**config.mk**
```make
export PLATFORM = sky130hd
export DESIGN_NAME = incremental_pi_speed_ctrl_core_flat
export DESIGN_NICKNAME = d
export VERILOG_FILES = /design/src/rtl/ipsc_pkg.sv /design/src/rtl/ipsc_if.sv /design/src/rtl/ipsc_apb_regs.sv /design/src/rtl/ipsc_update.sv /design/src/rtl/incremental_pi_speed_ctrl_core.sv /design/src/flat_wrapper.sv
export SDC_FILE = /design/constraint.sdc
export NUM_CORES = 2
export LEC_CHECK = 0
export ABC_AREA = 1
export BUFFER_PORTS_ARGS = -buffer_cell sky130_fd_sc_hd__buf_2
export CORE_UTILIZATION = 40
export CTS_CLUSTER_SIZE = 30
export DETAILED_ROUTE_END_ITERATION = 10
export PLACE_DENSITY = 0.54
export SLEW_MARGIN = 25
export SYNTH_ARGS = -nofsm -noshare
export SYNTH_HDL_FRONTEND = slang
export SYNTH_HIERARCHICAL = 1
export SYNTH_SLANG_ARGS = --single-unit
```
**constraint.sdc**
```tcl
create_clock -name clk -period 23.7 [get_ports clk]
set_input_delay 2.37 -clock clk [delete_from_list [all_inputs] [get_ports clk]]
set_output_delay 2.37 -clock clk [all_outputs]
set_load 0.05 [all_outputs]
```
**src/rtl/ipsc_pkg.sv**
```systemverilog
// Shared types and fixed widths for the incremental PI speed controller.
`timescale 1ns / 1ps
`default_nettype none
package ipsc_pkg;

	// Fixed field widths
	localparam int unsigned SPEED_W = 16;
	localparam int unsigned GAIN_W  = 20;
	localparam int unsigned DUTY_W  = 7;
	localparam int unsigned LEVEL_W = 24;
	localparam int unsigned ERR_W   = SPEED_W + 1;
	localparam int unsigned DERR_W  = ERR_W + 1;
	// Signed product of a zero-extended gain and the wider error term
	localparam int unsigned PROD_W  = GAIN_W + 1 + DERR_W;
	// Accumulator plus two products; fits accumulators up to PROD_W bits
	localparam int unsigned SUM_W   = PROD_W + 2;

	// Configuration port
	localparam int unsigned APB_ADDR_W = 3;
	localparam int unsigned APB_DATA_W = 32;

	typedef enum logic {
		REG_PROP_GAIN  = 1'b0,
		REG_INTEG_GAIN = 1'b1
	} reg_index_t;

	typedef struct packed {
		logic [GAIN_W-1:0] prop_gain;
		logic [GAIN_W-1:0] integ_gain;
	} gains_t;

	// Control from the input stage to the update stage
	typedef struct packed {
		logic load;
		logic advance;
	} stage_ctrl_t;

endpackage
`default_nettype wire

```
**src/rtl/ipsc_if.sv**
```systemverilog
// Valid/ready channel interfaces for speed samples and duty results.
`timescale 1ns / 1ps
`default_nettype none
interface ipsc_in_if;
	logic                                   valid;
	logic                                   ready;
	logic signed [ipsc_pkg::SPEED_W-1:0]    target_speed;
	logic signed [ipsc_pkg::SPEED_W-1:0]    measured_speed;

	modport source (output valid, output target_speed, output measured_speed, input ready);
	modport sink (input valid, input target_speed, input measured_speed, output ready);
endinterface

interface ipsc_out_if;
	logic                                   valid;
	logic                                   ready;
	logic [ipsc_pkg::DUTY_W-1:0]            forward_duty;
	logic [ipsc_pkg::DUTY_W-1:0]            reverse_duty;
	logic signed [ipsc_pkg::LEVEL_W-1:0]    drive_level;

	modport source (output valid, output forward_duty, output reverse_duty,
		output drive_level, input ready);
	modport sink (input valid, input forward_duty, input reverse_duty,
		input drive_level, output ready);
endinterface
`default_nettype wire

```
**src/rtl/ipsc_apb_regs.sv**
```systemverilog
// APB register file holding the proportional and integral gains.
`timescale 1ns / 1ps
`default_nettype none
module ipsc_apb_regs (
	input  wire logic                                clk,
	input  wire logic                                arst_n,
	input  wire logic                                psel,
	input  wire logic                                penable,
	input  wire logic                                pwrite,
	input  wire logic [ipsc_pkg::APB_ADDR_W-1:0]     paddr,
	input  wire logic [ipsc_pkg::APB_DATA_W-1:0]     pwdata,
	output      logic [ipsc_pkg::APB_DATA_W-1:0]     prdata,
	output      logic                                pready,
	output      ipsc_pkg::gains_t                    gains
);

	ipsc_pkg::gains_t   gains_q;
	ipsc_pkg::reg_index_t reg_sel;
	logic               wr_en;

	// Word select ignores the byte offset
	assign reg_sel = ipsc_pkg::reg_index_t'(paddr[2]);
	assign wr_en   = psel & penable & pwrite;
	assign pready  = 1'b1;

	// Write the selected gain on the access cycle
	always_ff @(posedge clk or negedge arst_n) begin
		if (!arst_n) begin
			gains_q <= '0;
		end else if (wr_en) begin
			unique case (reg_sel)
				ipsc_pkg::REG_PROP_GAIN:  gains_q.prop_gain  <= pwdata[ipsc_pkg::GAIN_W-1:0];
				ipsc_pkg::REG_INTEG_GAIN: gains_q.integ_gain <= pwdata[ipsc_pkg::GAIN_W-1:0];
				default:                  gains_q <= gains_q;
			endcase
		end
	end

	// Read back the selected gain, zero-extended
	always_comb begin
		unique case (reg_sel)
			ipsc_pkg::REG_PROP_GAIN:  prdata = ipsc_pkg::APB_DATA_W'(gains_q.prop_gain);
			ipsc_pkg::REG_INTEG_GAIN: prdata = ipsc_pkg::APB_DATA_W'(gains_q.integ_gain);
			default:                  prdata = '0;
		endcase
	end

	assign gains = gains_q;

endmodule
`default_nettype wire

```
**src/rtl/ipsc_update.sv**
```systemverilog
// Drive update: gains times error terms, accumulate, clamp, split into duties.
`timescale 1ns / 1ps
`default_nettype none
module ipsc_update #(
	parameter int unsigned DUTY_LIMIT = 70,
	parameter int unsigned FRAC_BITS  = 16
) (
	input  wire logic                                 clk,
	input  wire logic                                 arst_n,
	input  wire ipsc_pkg::stage_ctrl_t                ctrl,
	input  wire ipsc_pkg::gains_t                     gains,
	input  wire logic signed [ipsc_pkg::ERR_W-1:0]    err_s1,
	ipsc_out_if.source                                rsp
);

	localparam int unsigned ACC_W = $clog2(DUTY_LIMIT + 1) + FRAC_BITS + 1;
	localparam int unsigned SUM_W = ipsc_pkg::SUM_W;
	localparam logic signed [SUM_W-1:0] LIMIT     = SUM_W'(DUTY_LIMIT) <<< FRAC_BITS;
	localparam logic signed [SUM_W-1:0] NEG_LIMIT = -LIMIT;

	logic signed [ACC_W-1:0]                  drive_accum_q;
	logic signed [ipsc_pkg::ERR_W-1:0]        prev_err_q;
	logic signed [ipsc_pkg::DERR_W-1:0]       derr;
	logic signed [ipsc_pkg::PROD_W-1:0]       prod_p;
	logic signed [ipsc_pkg::PROD_W-1:0]       prod_i;
	logic signed [SUM_W-1:0]                  sum;
	logic signed [SUM_W-1:0]                  clamped;
	logic signed [SUM_W-1:0]                  mag;
	logic signed [SUM_W-1:0]                  mag_int;
	logic                                     positive;
	logic                                     out_valid_q;
	logic [ipsc_pkg::DUTY_W-1:0]              fwd_q;
	logic [ipsc_pkg::DUTY_W-1:0]              rev_q;
	logic signed [ipsc_pkg::LEVEL_W-1:0]      level_q;

	// Error change and the two gain products
	always_comb begin
		derr   = ipsc_pkg::DERR_W'(err_s1) - ipsc_pkg::DERR_W'(prev_err_q);
		prod_p = $signed({1'b0, gains.prop_gain}) * derr;
		prod_i = $signed({1'b0, gains.integ_gain}) * ipsc_pkg::DERR_W'(err_s1);
	end

	// Accumulate and clamp for anti-windup
	always_comb begin
		sum = SUM_W'(drive_accum_q) + SUM_W'(prod_p) + SUM_W'(prod_i);
		priority if (sum > LIMIT) begin
			clamped = LIMIT;
		end else if (sum < NEG_LIMIT) begin
			clamped = NEG_LIMIT;
		end else begin
			clamped = sum;
		end
	end

	// Split into H-bridge duties; zero drive goes to the reverse side as zero
	always_comb begin
		positive = (clamped > 0);
		mag      = positive ? clamped : -clamped;
		mag_int  = mag >>> FRAC_BITS;
	end

	// Hold controller state, advance on each loaded sample
	always_ff @(posedge clk or negedge arst_n) begin
		if (!arst_n) begin
			drive_accum_q <= '0;
			prev_err_q    <= '0;
		end else if (ctrl.load) begin
			drive_accum_q <= clamped[ACC_W-1:0];
			prev_err_q    <= err_s1;
		end
	end

	// Result register valid flag
	always_ff @(posedge clk or negedge arst_n) begin
		if (!arst_n) begin
			out_valid_q <= 1'b0;
		end else if (ctrl.advance) begin
			out_valid_q <= ctrl.load;
		end
	end

	// Result payload
	always_ff @(posedge clk) begin
		if (ctrl.load) begin
			fwd_q   <= positive ? mag_int[ipsc_pkg::DUTY_W-1:0] : '0;
			rev_q   <= positive ? '0 : mag_int[ipsc_pkg::DUTY_W-1:0];
			level_q <= clamped[ipsc_pkg::LEVEL_W-1:0];
		end
	end

	assign rsp.valid        = out_valid_q;
	assign rsp.forward_duty = fwd_q;
	assign rsp.reverse_duty = rev_q;
	assign rsp.drive_level  = level_q;

`ifndef NO_ASSERTIONS
	a_accum_in_range: assert property (@(posedge clk) disable iff (!arst_n)
		(SUM_W'(drive_accum_q) <= LIMIT) && (SUM_W'(drive_accum_q) >= NEG_LIMIT))
		else $error("drive accumulator outside duty limit");
	a_duty_exclusive: assert property (@(posedge clk) disable iff (!arst_n)
		out_valid_q |-> ((fwd_q == '0) || (rev_q == '0)))
		else $error("forward and reverse duty both active");
	a_load_gives_result: assert property (@(posedge clk) disable iff (!arst_n)
		ctrl.load |=> out_valid_q)
		else $error("loaded sample produced no result");
`endif

endmodule
`default_nettype wire

```
**src/rtl/incremental_pi_speed_ctrl_core.sv**
```systemverilog
// Top level of the incremental PI speed controller.
// Usage:
//   speed  : sink channel; each transfer carries one control tick
//            (target_speed and measured_speed, signed counts per tick).
//   duty   : source channel; one transfer per tick with forward_duty,
//            reverse_duty and the clamped drive_level (signed Q fraction).
//   APB    : prop_gain at byte address 0, integ_gain at 4; write only while
//            no tick is in flight. pready is always high.
// Path: a tick passes the sample register, then the result register.
// Throughput: one tick per cycle while duty is not stalled; the sample
// register feeds the multiply, accumulate and clamp path, which is
// combinational into the result register and the accumulator state.
// Stall: while duty is not taken the result register holds, and one more
// tick may be taken into the sample register before speed.ready drops.
// Reset: asynchronous, active low; clears both gains, the accumulator,
// the previous error and all valid flags.
`timescale 1ns / 1ps
`default_nettype none
module incremental_pi_speed_ctrl_core #(
	parameter int unsigned DUTY_LIMIT = 70,
	parameter int unsigned FRAC_BITS  = 16
) (
	input  wire logic                                clk,
	input  wire logic                                arst_n,
	ipsc_in_if.sink                                  speed,
	ipsc_out_if.source                               duty,
	input  wire logic                                psel,
	input  wire logic                                penable,
	input  wire logic                                pwrite,
	input  wire logic [ipsc_pkg::APB_ADDR_W-1:0]     paddr,
	input  wire logic [ipsc_pkg::APB_DATA_W-1:0]     pwdata,
	output      logic [ipsc_pkg::APB_DATA_W-1:0]     prdata,
	output      logic                                pready
);

	ipsc_pkg::gains_t                     gains;
	ipsc_pkg::stage_ctrl_t                ctrl;
	logic                                 valid_s1;
	logic signed [ipsc_pkg::ERR_W-1:0]    err_s1;
	logic                                 in_xfer;

	ipsc_apb_regs u_regs (
		.clk     (clk),
		.arst_n  (arst_n),
		.psel    (psel),
		.penable (penable),
		.pwrite  (pwrite),
		.paddr   (paddr),
		.pwdata  (pwdata),
		.prdata  (prdata),
		.pready  (pready),
		.gains   (gains)
	);

	// Stage handshake: result register frees when empty or taken
	always_comb begin
		ctrl.advance = ~duty.valid | duty.ready;
		ctrl.load    = valid_s1 & ctrl.advance;
		speed.ready  = ~valid_s1 | ctrl.advance;
		in_xfer      = speed.valid & speed.ready;
	end

	// Sample register valid
	always_ff @(posedge clk or negedge arst_n) begin
		if (!arst_n) begin
			valid_s1 <= 1'b0;
		end else if (speed.ready) begin
			valid_s1 <= speed.valid;
		end
	end

	// Form the error on the way in
	always_ff @(posedge clk) begin
		if (in_xfer) begin
			err_s1 <= ipsc_pkg::ERR_W'(speed.target_speed) - ipsc_pkg::ERR_W'(speed.measured_speed);
		end
	end

	ipsc_update #(
		.DUTY_LIMIT (DUTY_LIMIT),
		.FRAC_BITS  (FRAC_BITS)
	) u_update (
		.clk    (clk),
		.arst_n (arst_n),
		.ctrl   (ctrl),
		.gains  (gains),
		.err_s1 (err_s1),
		.rsp    (duty)
	);

`ifndef NO_ASSERTIONS
	a_ready_low_only_when_full: assert property (@(posedge clk) disable iff (!arst_n)
		!speed.ready |-> (valid_s1 && duty.valid && !duty.ready))
		else $error("input stalled with room downstream");
	a_transfer_fills_stage: assert property (@(posedge clk) disable iff (!arst_n)
		in_xfer |=> valid_s1)
		else $error("accepted sample lost from sample register");
	a_stalled_stage_holds: assert property (@(posedge clk) disable iff (!arst_n)
		(valid_s1 && !ctrl.advance) |=> (valid_s1 && $stable(err_s1)))
		else $error("stalled sample changed");
`endif

endmodule
`default_nettype wire
```
**src/flat_wrapper.sv**
```systemverilog
// flat-port wrapper written by rule: the top's interface ports become plain ports
module incremental_pi_speed_ctrl_core_flat 
#(
	parameter int unsigned DUTY_LIMIT = 70,
	parameter int unsigned FRAC_BITS  = 16
)
  (clk, arst_n, psel, penable, pwrite, paddr, pwdata, prdata, pready, speed_valid, speed_target_speed, speed_measured_speed, speed_ready, duty_valid, duty_forward_duty, duty_reverse_duty, duty_drive_level, duty_ready);
  ipsc_in_if speed_i ();
  ipsc_out_if duty_i ();
  input  wire logic clk;
  input  wire logic arst_n;
  input  wire logic psel;
  input  wire logic penable;
  input  wire logic pwrite;
  input  wire logic [ipsc_pkg::APB_ADDR_W-1:0] paddr;
  input  wire logic [ipsc_pkg::APB_DATA_W-1:0] pwdata;
  output      logic [ipsc_pkg::APB_DATA_W-1:0] prdata;
  output      logic pready;
  input wire logic [$bits(speed_i.valid)-1:0] speed_valid;
  input wire logic [$bits(speed_i.target_speed)-1:0] speed_target_speed;
  input wire logic [$bits(speed_i.measured_speed)-1:0] speed_measured_speed;
  output wire logic [$bits(speed_i.ready)-1:0] speed_ready;
  output wire logic [$bits(duty_i.valid)-1:0] duty_valid;
  output wire logic [$bits(duty_i.forward_duty)-1:0] duty_forward_duty;
  output wire logic [$bits(duty_i.reverse_duty)-1:0] duty_reverse_duty;
  output wire logic [$bits(duty_i.drive_level)-1:0] duty_drive_level;
  input wire logic [$bits(duty_i.ready)-1:0] duty_ready;
  assign speed_i.valid = speed_valid;
  assign speed_i.target_speed = speed_target_speed;
  assign speed_i.measured_speed = speed_measured_speed;
  assign speed_ready = speed_i.ready;
  assign duty_valid = duty_i.valid;
  assign duty_forward_duty = duty_i.forward_duty;
  assign duty_reverse_duty = duty_i.reverse_duty;
  assign duty_drive_level = duty_i.drive_level;
  assign duty_i.ready = duty_ready;
  incremental_pi_speed_ctrl_core #(.DUTY_LIMIT(DUTY_LIMIT), .FRAC_BITS(FRAC_BITS)) u_core (.clk(clk), .arst_n(arst_n), .speed(speed_i), .duty(duty_i), .psel(psel), .penable(penable), .pwrite(pwrite), .paddr(paddr), .pwdata(pwdata), .prdata(prdata), .pready(pready));
endmodule
```
# Word-level counts from Yosys, hierarchy flattened
# Index checks and enable logic that the tools add are counted.
# W data, S select, Z words.
[totals] register_bits=138 out_inout_bits=73 in_bits=74
[classes] n_lt_le_gt_ge=3 muxes=4 bitwise_logic=9 addsub=5 mul=2 n_reduce_logical=2
[ops] op="$mux W41" count=2
[ops] op="$pmux W32 S2" count=1
[ops] op="$add A40 B38 Y41" count=1
[ops] op="$gt A41 B1 Y1 const B" count=1
[ops] op="$gt A41 B24 Y1 const B" count=1
[ops] op="$lt A41 B24 Y1 const B" count=1
[ops] op="$add A24 B39 Y40" count=1
[ops] op="$mul A21 B18 Y39" count=1
[ops] op="$mul A21 B17 Y38" count=1
[ops] op="$mux W23" count=1
[ops] op="$neg A23 Y23" count=1
[ops] op="$sub A17 B17 Y18" count=1
[ops] op="$sub A16 B16 Y17" count=1
[ops] op="$and A1 B1 Y1" count=4
[ops] op="$reduce_and A2 Y1" count=2
[ops] op="$not A1 Y1" count=3
[ops] op="$or A1 B1 Y1" count=2

# Longest topological paths before layout
[logic_depth] word_depth=9 ltp_mapped=62 mapped_depth_nobuf=60

# Modules after synthesis
# Netlist, hierarchy kept.
[by_module_without_submodules] mod="ipsc_update" seq_area_each_um2=2192.1 cells_each=3868 n_inst=1 area_each_um2=30135.2
[by_module_without_submodules] mod="ipsc_apb_regs" seq_area_each_um2=1001.0 cells_each=258 n_inst=1 area_each_um2=1954.4
[by_module_without_submodules] mod="incremental_pi_speed_ctrl_core" seq_area_each_um2=535.5 cells_each=243 n_inst=1 area_each_um2=1654.1

# Worst setup path after synthesis
# Ideal clock, no wire load.
[synth_timing] path_kind="register to register" from="register u_core/err_s1[1] (netlist bit)" to="register u_core.u_update.fwd_q, in the netlist u_core/u_update/rsp.forward_duty[1] (data pin)" slack_ps=12844 period_less_slack_ps=10856 arrival_ps=10588 path_stages_with_launch=56 path_cell_list="edfxtp_1 -> clkbuf_1 -> inv_1 -> fa_1 -> o21ai_1 -> a21oi_1 -> o21bai_1 -> nand2_1 -> nand2_1 -> a21oi_1 -> or2_1 -> nand2_1 -> a21oi_1 -> or2_1 -> nand2_1 -> a21oi_1 -> or2_0 -> nand2_1 -> (+20 left out) -> nand3_1 -> nand2_1 -> nand2_2 -> nor3_1 -> nand4_1 -> a2111oi_0 -> nand3b_1 -> nor2_1 -> nand4_1 -> ha_1 -> clkbuf_1 -> nor2_1 -> o41ai_1 -> nand2_1 -> nor2_2 -> nand2_1 -> nand2_4 -> a21oi_1"
[synth_via] elab_chain_len=9 elab_cells_between_ends=12 classes_between="add/sub (4); mul (2); order compare (3); mux (3)"
[synth_lines] item="from (decl)" line_no="incremental_pi_speed_ctrl_core.sv:39" text="logic signed [ipsc_pkg::ERR_W-1:0] err_s1;"
[synth_lines] item="from (signal assigned)" line_no="incremental_pi_speed_ctrl_core.sv:75" text="err_s1 <= ipsc_pkg::ERR_W'(speed.target_speed) - ipsc_pkg::ERR_W'(speed.measured_speed);"
[synth_lines] item="$sub A17 B17 Y18" line_no="ipsc_update.sv:38" text="derr = ipsc_pkg::DERR_W'(err_s1) - ipsc_pkg::DERR_W'(prev_err_q);"
[synth_lines] item="$mul A21 B18 Y39" line_no="ipsc_update.sv:39" text="prod_p = $signed({1'b0, gains.prop_gain}) * derr;"
[synth_lines] item="$add A24 B39 Y40" line_no="ipsc_update.sv:45" text="sum = SUM_W'(drive_accum_q) + SUM_W'(prod_p) + SUM_W'(prod_i);"
[synth_lines] item="$add A40 B38 Y41 *" line_no="ipsc_update.sv:45"
[synth_lines] item="$lt A41 B24 Y1" line_no="ipsc_update.sv:48" text="end else if (sum < NEG_LIMIT) begin"
[synth_lines] item="$mux W41" line_no="ipsc_update.sv:48"
[synth_lines] item="$mux W41 *" line_no="ipsc_update.sv:46" text="priority if (sum > LIMIT) begin"
[synth_lines] item="$gt A41 B1 Y1 or $neg A23 Y23 (tied branches)" line_no="ipsc_update.sv:57, ipsc_update.sv:58"
[synth_lines] item="$mux W23" line_no="ipsc_update.sv:58" text="mag = positive ? clamped : -clamped;"
[synth_lines] item="to (signal assigned)" line_no="ipsc_update.sv:85" text="fwd_q <= positive ? mag_int[ipsc_pkg::DUTY_W-1:0] : '0;"
[synth_lines] item="to (decl)" line_no="ipsc_update.sv:32" text="logic [ipsc_pkg::DUTY_W-1:0] fwd_q;"
# Mark *: on every way between the ends. The rest lies on a longest branch, timed or not.
# A chain may end at the register's enable or synchronous reset.

# Worst setup path in the final report
[layout_timing] from="register u_core/err_s1[0] (netlist bit)" to="register u_core.u_update.rev_q, in the netlist u_core/u_update/rsp.reverse_duty[3] (data pin)"
[layout_via] elab_chain_len=9 elab_cells_between_ends=12 classes_between="add/sub (4); mul (2); order compare (3); mux (3)"
[layout_lines] item="$sub A17 B17 Y18" line_no="ipsc_update.sv:38"
[layout_lines] item="$mul A21 B18 Y39" line_no="ipsc_update.sv:39"
[layout_lines] item="$add A24 B39 Y40" line_no="ipsc_update.sv:45"
[layout_lines] item="$add A40 B38 Y41 *" line_no="ipsc_update.sv:45"
[layout_lines] item="$lt A41 B24 Y1" line_no="ipsc_update.sv:48"
[layout_lines] item="$mux W41" line_no="ipsc_update.sv:48"
[layout_lines] item="$mux W41 *" line_no="ipsc_update.sv:46"
[layout_lines] item="$gt A41 B1 Y1 or $neg A23 Y23 (tied branches)" line_no="ipsc_update.sv:57, ipsc_update.sv:58"
[layout_lines] item="$mux W23" line_no="ipsc_update.sv:58"
[layout_lines] item="to (signal assigned)" line_no="ipsc_update.sv:86" text="rev_q <= positive ? '0 : mag_int[ipsc_pkg::DUTY_W-1:0];"
[layout_lines] item="to (decl)" line_no="ipsc_update.sv:33" text="logic [ipsc_pkg::DUTY_W-1:0] rev_q;"
# Marked as above.

==> impl_metrics.env <==
export IMPL_netlist_area_um2=33740
export IMPL_cts_resized=0
export IMPL_via_per_inst=4.833
export IMPL_slew_viol_final=0
export IMPL_synth_commonest_cells="1265 x nand2_1, 1181 x inv_1, 672 x fa_1, 254 x nor2_1, 251 x ha_1"
export IMPL_critPathLaunchType="flip-flop"
export IMPL_nNetsFinal=5399
export IMPL_synth_edf_count=55
export IMPL_final_hold_viol_count=0
export IMPL_cts_buffers=17
export IMPL_skew_ns=0.01800
export IMPL_dp_hpwl_mm=81.88
export IMPL_drive_above_1_share_pct=6.365
export IMPL_worstPathArrival_ns=13.93
export IMPL_setup_violations_final=0
export IMPL_r2r_slack_ns=10.11
export IMPL_cts_root_buffer="clkbuf_16"
export IMPL_drc=0
export IMPL_ctsLongestPathBuffers=2
export IMPL_synth_cells=4369
export IMPL_ant_nets=0
export IMPL_core_area_um2=83560
export IMPL_critical_path_class="flip-flop to flip-flop"
export IMPL_synth_top_area_share_pct=39.87
export IMPL_cts_tree="built"
export IMPL_synth_area_leaders="fa_1 40%, nand2_1 14%, inv_1 13%"
export IMPL_rows=106
export IMPL_io_pins=147
export IMPL_ctsHoldBuffers=0
export IMPL_critical_path_startpoint="u_core/err_s1[0]$_DFFE_PP_"
export IMPL_clock_sinks=138
export IMPL_worst_skew_pair_late_latency_ns=0.50
export IMPL_cap_violations=0
export IMPL_tns_ns=0
export IMPL_fp_dieH_um=292.4
export IMPL_rsz0062_at_grt="false"
export IMPL_finalWirelength_mm=98.74
export IMPL_fin_crit_ns=13.59
export IMPL_clk_pin_slew_worst_paths_ns=0.08
export IMPL_place_congestion=0.9144
export IMPL_yosysWarnings=6
export IMPL_slowest_stage="o41ai_1"
export IMPL_fmax_mhz=73.61
export IMPL_initialDrtViolationCount=1908
export IMPL_r2r_start="u_core/err_s1[0]$_DFFE_PP_"
export IMPL_tightest_slew_ns=1.101
export IMPL_slew_headroom_pct=26.58
export IMPL_ff2ff_path_depth=54
export IMPL_first_global_vias=26914
export IMPL_crit_reg2reg_capture="u_core/u_update/rsp.reverse_duty[3]$_SDFFCE_PN0P_"
export IMPL_crit_path_end_kind="flip-flop"
export IMPL_ys_ff_latch=138
export IMPL_synth_async_reset_ratio_pct=60.14
export IMPL_critPathMostFrequentCell="nand2_1"
export IMPL_worstSetupEndpoint="u_core/u_update/rsp.reverse_duty[3]$_SDFFCE_PN0P_"
export IMPL_wire_per_inst_um=17.97
export IMPL_slowest_delay_ns=0.74
export IMPL_outcome="finished clean"
export IMPL_start_util_pct=40.38
export IMPL_drt_pass1_iter_count=6
export IMPL_grt_remaining_overflow=0
export IMPL_critPathRequiredTime_ns=24.05
export IMPL_syn_avg_cell_area_um2=7.723
export IMPL_synth_largest_area_cell="fa_1"
export IMPL_area_growth_pct=6.656
export IMPL_grt_max_degree=75
export IMPL_synthFlopType="dfrtp_1"
export IMPL_path_max_fanout=21
export IMPL_die_x_um=292.4
export IMPL_hold_path_class="flip-flop to flip-flop"
export IMPL_dieArea_um2=85520
export IMPL_yosys_cell_count_top_type="nand2_1"
export IMPL_antenna_found_initial=1
export IMPL_grt_pass1_wl_mm=155.8
export IMPL_synth_cell_type_count=47
export IMPL_htreeDepth=4
export IMPL_vias=26563
export IMPL_min_period_over_period_pct=57.32
export IMPL_cts_setup_buffers=0
export IMPL_grt_total_usage_pct=24.17
export IMPL_port_buffers=119
export IMPL_ys_seq_area_share_pct=11.05
==> placed cells by master, fill, tap and decap left out, types with 3 or more instances in the layout <==
master,synthesis,layout
o21bai_1,5,5
inv_2,13,13
buf_4,16,44
xnor2_1,14,14
a21oi_1,62,62
clkinv_1,11,11
clkbuf_16,0,18
or2_2,26,26
and2_1,4,4
a21oi_2,4,4
nor3_1,9,9
o41ai_1,6,6
nor2_2,10,10
nand3b_1,9,9
nand3_2,5,5
nand3_1,120,120
conb_1,2,13
nand2_2,15,15
fa_1,672,672
dfrtp_1,83,83
nand2_1,1265,1265
buf_2,19,118
ha_1,251,251
nor3_2,6,6
clkinvlp_4,0,3
nor2_1,254,254
inv_1,1181,1181
o21ai_0,66,66
inv_8,0,3
xor2_1,13,13
edfxtp_1,55,55
inv_6,0,3
nand4_1,27,27
==> stage by stage <==
step / worst slack [ns] / utilization, % / std cells / cell area, um^2 / hold slack (ns)
2_1_floorplan: 12.84 / - / 4380 / 33780 / 0.4530
3_3_place_gp: 9.943 / 42.33 / 5461 / 35370 / 0.4683
3_5_place_dp: 10.20 / 42.35 / 5462 / 35390 / 0.4743
4_1_cts: 10.14 / 43.06 / 5494 / 35980 / 0.4908
5_1_grt: 9.176 / 43.07 / 5495 / 35990 / 0.5109
6_report: 10.11 / 43.07 / 5496 / 35990 / 0.4890
==> state kept, by name, summed over array words and instances (netlist names) <==
name                              flops
u_core/u_regs/gains                  40
u_core/u_update/drive_accum_q        24
u_core/u_update/rsp.drive_level      24
u_core/err_s1                        17
u_core/u_update/prev_err_q           17
u_core/u_update/rsp.forward_duty      7
u_core/u_update/rsp.reverse_duty      7
u_core/u_update/rsp.valid             1
u_core/valid_s1                       1
==> final cells by class <==
type                    instances  area [um^2]
diodes                          1        2.502
clock buffers                  20        457.9
clock inverters                12        130.1
fillers                      8678        47570
inverters                    1206         4529
multi-input cells            2875        24840
flip-flops and latches        138         3729
well taps                    1080         1351
repair buffers                164        947.2
==> per-layer routing <==
layer | global-route usage [%] | wire (um) | vias up
met1 | 31.45 | 41630 | 13210
met2 | 40.86 | 48520 | 691
met3 | 4.029 | 5591 | 116
met5 | 0 | 0 | -
li1 | - | - | 12546
met4 | 7.853 | 3000 | 0
==> cell families (layout without fill, tap and decap cells) <==
| kind of cell | Yosys count | after routing | share of synthesized area (%) |
|---|---|---|---|
| AO/OA/AOI/OAI | 153 | 153 | 2.492 |
| AND/OR/NAND/NOR | 1759 | 1759 | 21.08 |
| adder cells (fa/ha/maj) | 923 | 923 | 49.17 |
| XOR/XNOR | 27 | 27 | 0.7008 |
| flip-flops | 138 | 138 | 11.05 |
| other | 2 | 14 | 0.02226 |
| buffers and inverters | 1367 | 1402 | 15.48 |
==> critical path, delay by kind of cell (launching register included) <==
kind	cells	cell delay (ns)
fa+ha+maj	12	5.80
simple gates	27	4.27
compound gates	8	1.95
flops	1	0.33
buf+inv	7	0.98
==> how the worst min path moves through the flow <==
stage,endpoint,depth (start not counted),slack (ns),from
floorplan,u_core/u_update/drive_accum_q[10]$_DFFE_PN0P_,2,0.45,u_core/u_update/drive_accum_q[10]$_DFFE_PN0P_
global placement,u_core/u_update/drive_accum_q[15]$_DFFE_PN0P_,2,0.47,u_core/u_update/drive_accum_q[15]$_DFFE_PN0P_
detailed placement,u_core/u_update/drive_accum_q[14]$_DFFE_PN0P_,2,0.47,u_core/u_update/drive_accum_q[14]$_DFFE_PN0P_
CTS,u_core/u_update/drive_accum_q[14]$_DFFE_PN0P_,2,0.49,u_core/u_update/drive_accum_q[14]$_DFFE_PN0P_
global route,u_core/u_update/drive_accum_q[6]$_DFFE_PN0P_,2,0.51,u_core/u_update/drive_accum_q[6]$_DFFE_PN0P_
finish,u_core/u_update/drive_accum_q[5]$_DFFE_PN0P_,2,0.49,u_core/u_update/drive_accum_q[5]$_DFFE_PN0P_
Power is left out: the tool's default activity adds up to more than one toggle a clock period on the data nets, which glitch-free logic cannot reach.
